===== src/sv/smr_ram.sv =====
// Generic single-port-write, registered-read RAM.
`timescale 1ns / 1ps
module smr_ram #(
    parameter int Width = 8,
    parameter int Depth = 64
) (
    input  logic                     i_clk,
    input  logic                     i_we,
    input  logic [$clog2(Depth)-1:0] i_waddr,
    input  logic [Width-1:0]         i_wdata,
    input  logic [$clog2(Depth)-1:0] i_raddr,
    output logic [Width-1:0]         o_rdata
);
    logic [Width-1:0] r_mem [Depth];
    always_ff @(posedge i_clk) begin
        if (i_we) begin
            r_mem[i_waddr] <= i_wdata;
        end
        o_rdata <= r_mem[i_raddr];
    end
endmodule

===== config.mk =====
export PLATFORM = sky130hd
export DESIGN_NAME = smr_ram
export DESIGN_NICKNAME = d
export VERILOG_FILES = /design/src/sv/smr_ram.sv
export SDC_FILE = /design/constraint.sdc
export NUM_CORES = 1
export LEC_CHECK = 0
export BUFFER_PORTS_ARGS = -buffer_cell sky130_fd_sc_hd__buf_2
export CORE_ASPECT_RATIO = 1.2
export CORE_UTILIZATION = 35
export DETAILED_ROUTE_END_ITERATION = 8
export GPL_TIMING_DRIVEN = 0
export MAX_ROUTING_LAYER = met4
export PLACE_DENSITY = 0.5
export REMOVE_ABC_BUFFERS = 1
export SKIP_CTS_REPAIR_TIMING = 1
export SLEW_MARGIN = 20
export SYNTH_ARGS = -nofsm -noshare
export SYNTH_HDL_FRONTEND = slang
export SYNTH_SLANG_ARGS = --single-unit

===== constraint.sdc =====
create_clock -name i_clk -period 1.9 [get_ports i_clk]
set_clock_uncertainty 0.1 [all_clocks]
set_input_delay 0 -clock i_clk [delete_from_list [all_inputs] [get_ports i_clk]]
set_output_delay 0 -clock i_clk [all_outputs]
set_load 0.01 [all_outputs]

# Yosys cells after proc, flatten, opt, wreduce, memory -nomap -nowiden
# Memories as Yosys holds them, arrays and structs flattened. A register that Yosys moved wholly into a read port is not among the register bits.
# Cells that the tools add are included.
dict set report totals {
  register_bits 0
  mem_bits_rw 512
  input_bits 22
  out_inout_bits 8
  wordCells 3
  n_memories 1
}
# memory depth word_bits read_ports rd_ports_with_merged_regs write_ports line_no
set memory_table {}
lappend memory_table {r_mem 64 8 1 1 1 14} ;# logic [Width-1:0] r_mem [Depth];
dict set report classes {
  muxes 2
}
# cell n
set op_table {}
lappend op_table {{1-bit 2-to-1 mux} 2}

# Longest topological paths before layout
dict set report logic_depth {
  depth_word 2
  ltp_mapped 9
}

# Worst setup path before layout
# Ideal clock, no wire load.
dict set report synth_path {
  path_type {flip-flop to flip-flop}
  from {mem r_mem[29][4]}
  to {reg o_rdata[4], read port of r_mem}
  arrival_time_ns 1.560
  required_ns 1.668
  slack_ns 0.108
  stages_incl_launch_ff 6
  n_path_buf 0
  cell_sequence {edfxtp_1 -> mux4_2 -> mux2_2 -> o221a_2 -> nor3_1 -> o32ai_1}
}
# item line_no
set synth_rtl {}
lappend synth_rtl {{start: declaration} 14}
lappend synth_rtl {{end: declaration} 12} ;# output logic [Width-1:0] o_rdata

==> flow_summary_export.csv <==
group,metric,value,unit
run_status,status,"finished, violations left",
run_status,violations,"negative hold slack, negative setup slack",
sta,whs,-0.05907,ns
worst_hold_path,whs_path_depth,3,
worst_hold_path,hp-start,"i_raddr[5]",
place,io_buffers,29,
setup_path,r2r_slack,-0.18,ns
sta,fmax,480.2,MHz
place,gp_congestion,0.7525,
global_route,grtUsageMet3,2.549,%
die,num_io_pins,30,
finish,layout.cells.non_filler,1765,
yosys,synthSimpleGateAreaFrac,3.388,%
sta,maxSlewHeadroom,28.58,%
die,dieArea,0.05859,mm2
global_route,track_usage,16.50,%
yosys,synth_xor_area_share,0,%
sta,fin_setup_tns,-1.117,ns
route,viasPerCell,5.266,
sta,worstMarginPinSlew,1.071,ns
finish,layout-drive-gt1-share,26.60,%
power,ir_drop,0.6119,mV
yosys,synth_area,0.02017,mm2
global_route,grt_max_degree,65,
global_route,grt_busiest_layer,"met2",
sta,grt_setup_unrepaired,"yes",
power,power.share.clock,40.3,%
setup_path,crit_start,"r_mem[21][6]",
power,power,0.02344,W
clocking,clk_latency,0.58,ns
clocking,ctsLongestPathBuffers,3,
route,wire_per_inst,26.58,um
yosys,synth_flop_cell,"edfxtp_1",
place,hpwl,26.69,mm
yosys,yosysUniqueCellTypes,40,
sta,finalHoldViolations,29,
power,p_seq_share,54.3,%
power,power.leakage,7.009,nW
sta,setup_viol,8,
setup_path,crit_required,2.23,ns
clocking,clock_sinks,520,
finish,nNetsFinal,1012,
die,die_w,221.1,um
clocking,clockRootBuffer,"clkbuf_16",
die,fp.dieH,265.0,um
yosys,synth_seq_cells,520,
route,drt_iter0_markers,733,
clocking,tritoncts,"yes",
global_route,grt_util_met1,21.37,%
clocking,clkTransAtPathRegs,0.06,ns
setup_path,worstRegToRegCells,5,
power,powerDensity,1020,mW/mm2
setup_path,crit_fanout,1,
clocking,cts_buffers,51,
yosys,muxShareOfSynthArea,15.94,%
setup_path,crit_type,"flip-flop to flip-flop",
power,netSwitchingFraction,21.35,%
yosys,synth_edf_count,512,
worst_hold_path,hold_end,"o_rdata[0]",
setup_path,cp-end-kind,"flip-flop",
route,drcViolationCount,0,
finish,antenna_cells,0,
sta,drv_slew,0,
power,combPwrFrac,5.5,%
route,dr.pass1.iters,5,
die,rows,96,
setup_path,rr_endpoint,"o_rdata[6]",
place,place_inst,1657,
yosys,synthArstFlopShare,0,%
yosys,syn_area_per_cell,21.45,um2
worst_hold_path,hp-class,"primary input to flip-flop",
route,ant_nets,0,
finish,utilization,40.28,%
yosys,syn_inst,940,
yosys,synth_top_family_by_area,"multiplexers",
setup_path,reg2reg_from,"r_mem[21][6]",
finish,fill_cells,4994,
global_route,antenna_found_initial,0,
route,num_vias,9294,
job,max_cap_viol_count,0,
route,routed_wl,46.91,mm
global_route,use_met2,26.97,%
yosys,yosysWarnings,0,
yosys,synth_fa_ha_area_share,0,%
yosys,synthTopCellsByArea,"edfxtp_1 76%, mux4_2 14%, nor2_1 1.5%",
power,intPower,0.01844,W
yosys,synth_top_area_cell,"edfxtp_1",
sta,layout_setup_ws,-0.1824,ns
setup_path,cp.arrival,2.41,ns
clocking,cts_max_level,2,
setup_path,critPathLaunchType,"flip-flop",
die,coreArea,0.05705,mm2
power,p_sw,0.005004,W
yosys,yosysSeqAreaShare,77.03,%
yosys,synth_compound_gate_area_share,2.072,%
yosys,synth_top_area_share,76.24,%
sta,min_period,2.082,ns
die,start_util,35.35,%
global_route,grt_pass1_wl,67.70,mm
global_route,grt_overflow_total,0,
sta,period_share,109.6,%
finish,area_growth,13.95,%
global_route,first_global_vias,9509,
Yosys cell counts (3+ instances only):
cell       instances
edfxtp_1         512
mux4_2           126
nor2_1            83
mux2i_1           23
nand2_1           19
clkbuf_1          17
nor2b_1           14
buf_4             13
mux2_2            13
nand3_1           13
buf_2             11
dfxtp_1            8
o221ai_1           8
o22ai_1            8
nand2b_1           7
nor3_1             7
a221oi_1           6
a211oi_1           4
buf_1              4
buf_6              4
a21oi_1            3
a22oi_1            3
nand3b_1           3
o2111ai_1          3
o2bb2ai_1          3
registers in the layout, indices dropped and copies added, names as in the netlist:
name and flops:
o_rdata 8, r_mem 512
metrics by stage:
stage / area, um2 / hold slack, ns / setup WS, ns
after global routing: 22980 / -0.08345 / -0.2132
after detailed placement: 21070 / 0.3060 / -0.9032
after floorplan: 19850 / -0.001131 / 0.1164
after CTS: 22610 / -0.1688 / -0.5175
final: 22980 / -0.05907 / -0.1824
after global placement: 20920 / 0.3062 / -4.337
cells by family after synthesis:
group	count (synthesis)
simple gates	153
compound gates	54
buf+inv	51
mux	162
flops	520
power by group through the flow:
| stage | Sequential, W | Combinational (W) | Clock (W) |
|---|---|---|---|
| floorplan | 0.0130 | 0.000492 | 0 |
| global placement | 0.0130 | 0.00123 | 0 |
| detailed placement | 0.0130 | 0.00121 | 0 |
| CTS | 0.0127 | 0.00121 | 0.00962 |
| global route | 0.0127 | 0.00137 | 0.0101 |
| finish | 0.0127 | 0.00128 | 0.00944 |
worst max path at each step:
stage	end	slack [ns]	depth (start not counted)
2_1_floorplan	o_rdata[4]	0.12	5
3_3_place_gp	o_rdata[6]	-4.34	6
3_5_place_dp	o_rdata[0]	-0.90	7
4_1_cts	o_rdata[6]	-0.52	5
5_1_grt	o_rdata[6]	-0.21	5
6_report	o_rdata[6]	-0.18	5
final cells by class:
cell class | instances | area, um2 | area share, %
clock buffers | 67 | 1386 | 6.033
clock inverters | 26 | 151.4 | 0.6588
multi-input cells | 369 | 4506 | 19.61
flip-flops and latches | 520 | 15530 | 67.60
well taps | 735 | 919.6 | 4.002
repair buffers | 48 | 483.0 | 2.102
layout by cell type (no fill, tap or decap), drive strengths merged, types with 3 or more instances in the layout:
master / Yosys / routed
edfxtp: 512 / 512
mux4: 126 / 126
nor2: 83 / 83
clkbuf: 17 / 70
buf: 34 / 32
mux2i: 23 / 23
clkinv: 0 / 22
nand2: 19 / 19
nor2b: 14 / 14
nand3: 13 / 13
dlygate4sd3: 0 / 13
mux2: 13 / 13
o221ai: 8 / 8
o22ai: 8 / 8
dfxtp: 8 / 8
nand2b: 7 / 7
nor3: 7 / 7
a221oi: 6 / 6
a211oi: 4 / 4
o21ai: 4 / 4
nand3b: 3 / 3
a21oi: 3 / 3
a22oi: 3 / 3
o2111ai: 3 / 3
o2bb2ai: 3 / 3
critical path, cell delays in order (launching register included):
cell and delay [ns]:
edfxtp_1 0.36, mux4_2 0.48, mux2_4 0.30, o221a_4 0.29, nor3_4 0.29, o32ai_4 0.14
routing by layer:
metal / up-vias / wire (um)
met4: 0 / 1000
li1: 4028 / -
met5: - / 0
met1: 4998 / 20680
met3: 68 / 1833
met2: 200 / 23400
No activity file was read; power rests on OpenSTA's default activity.
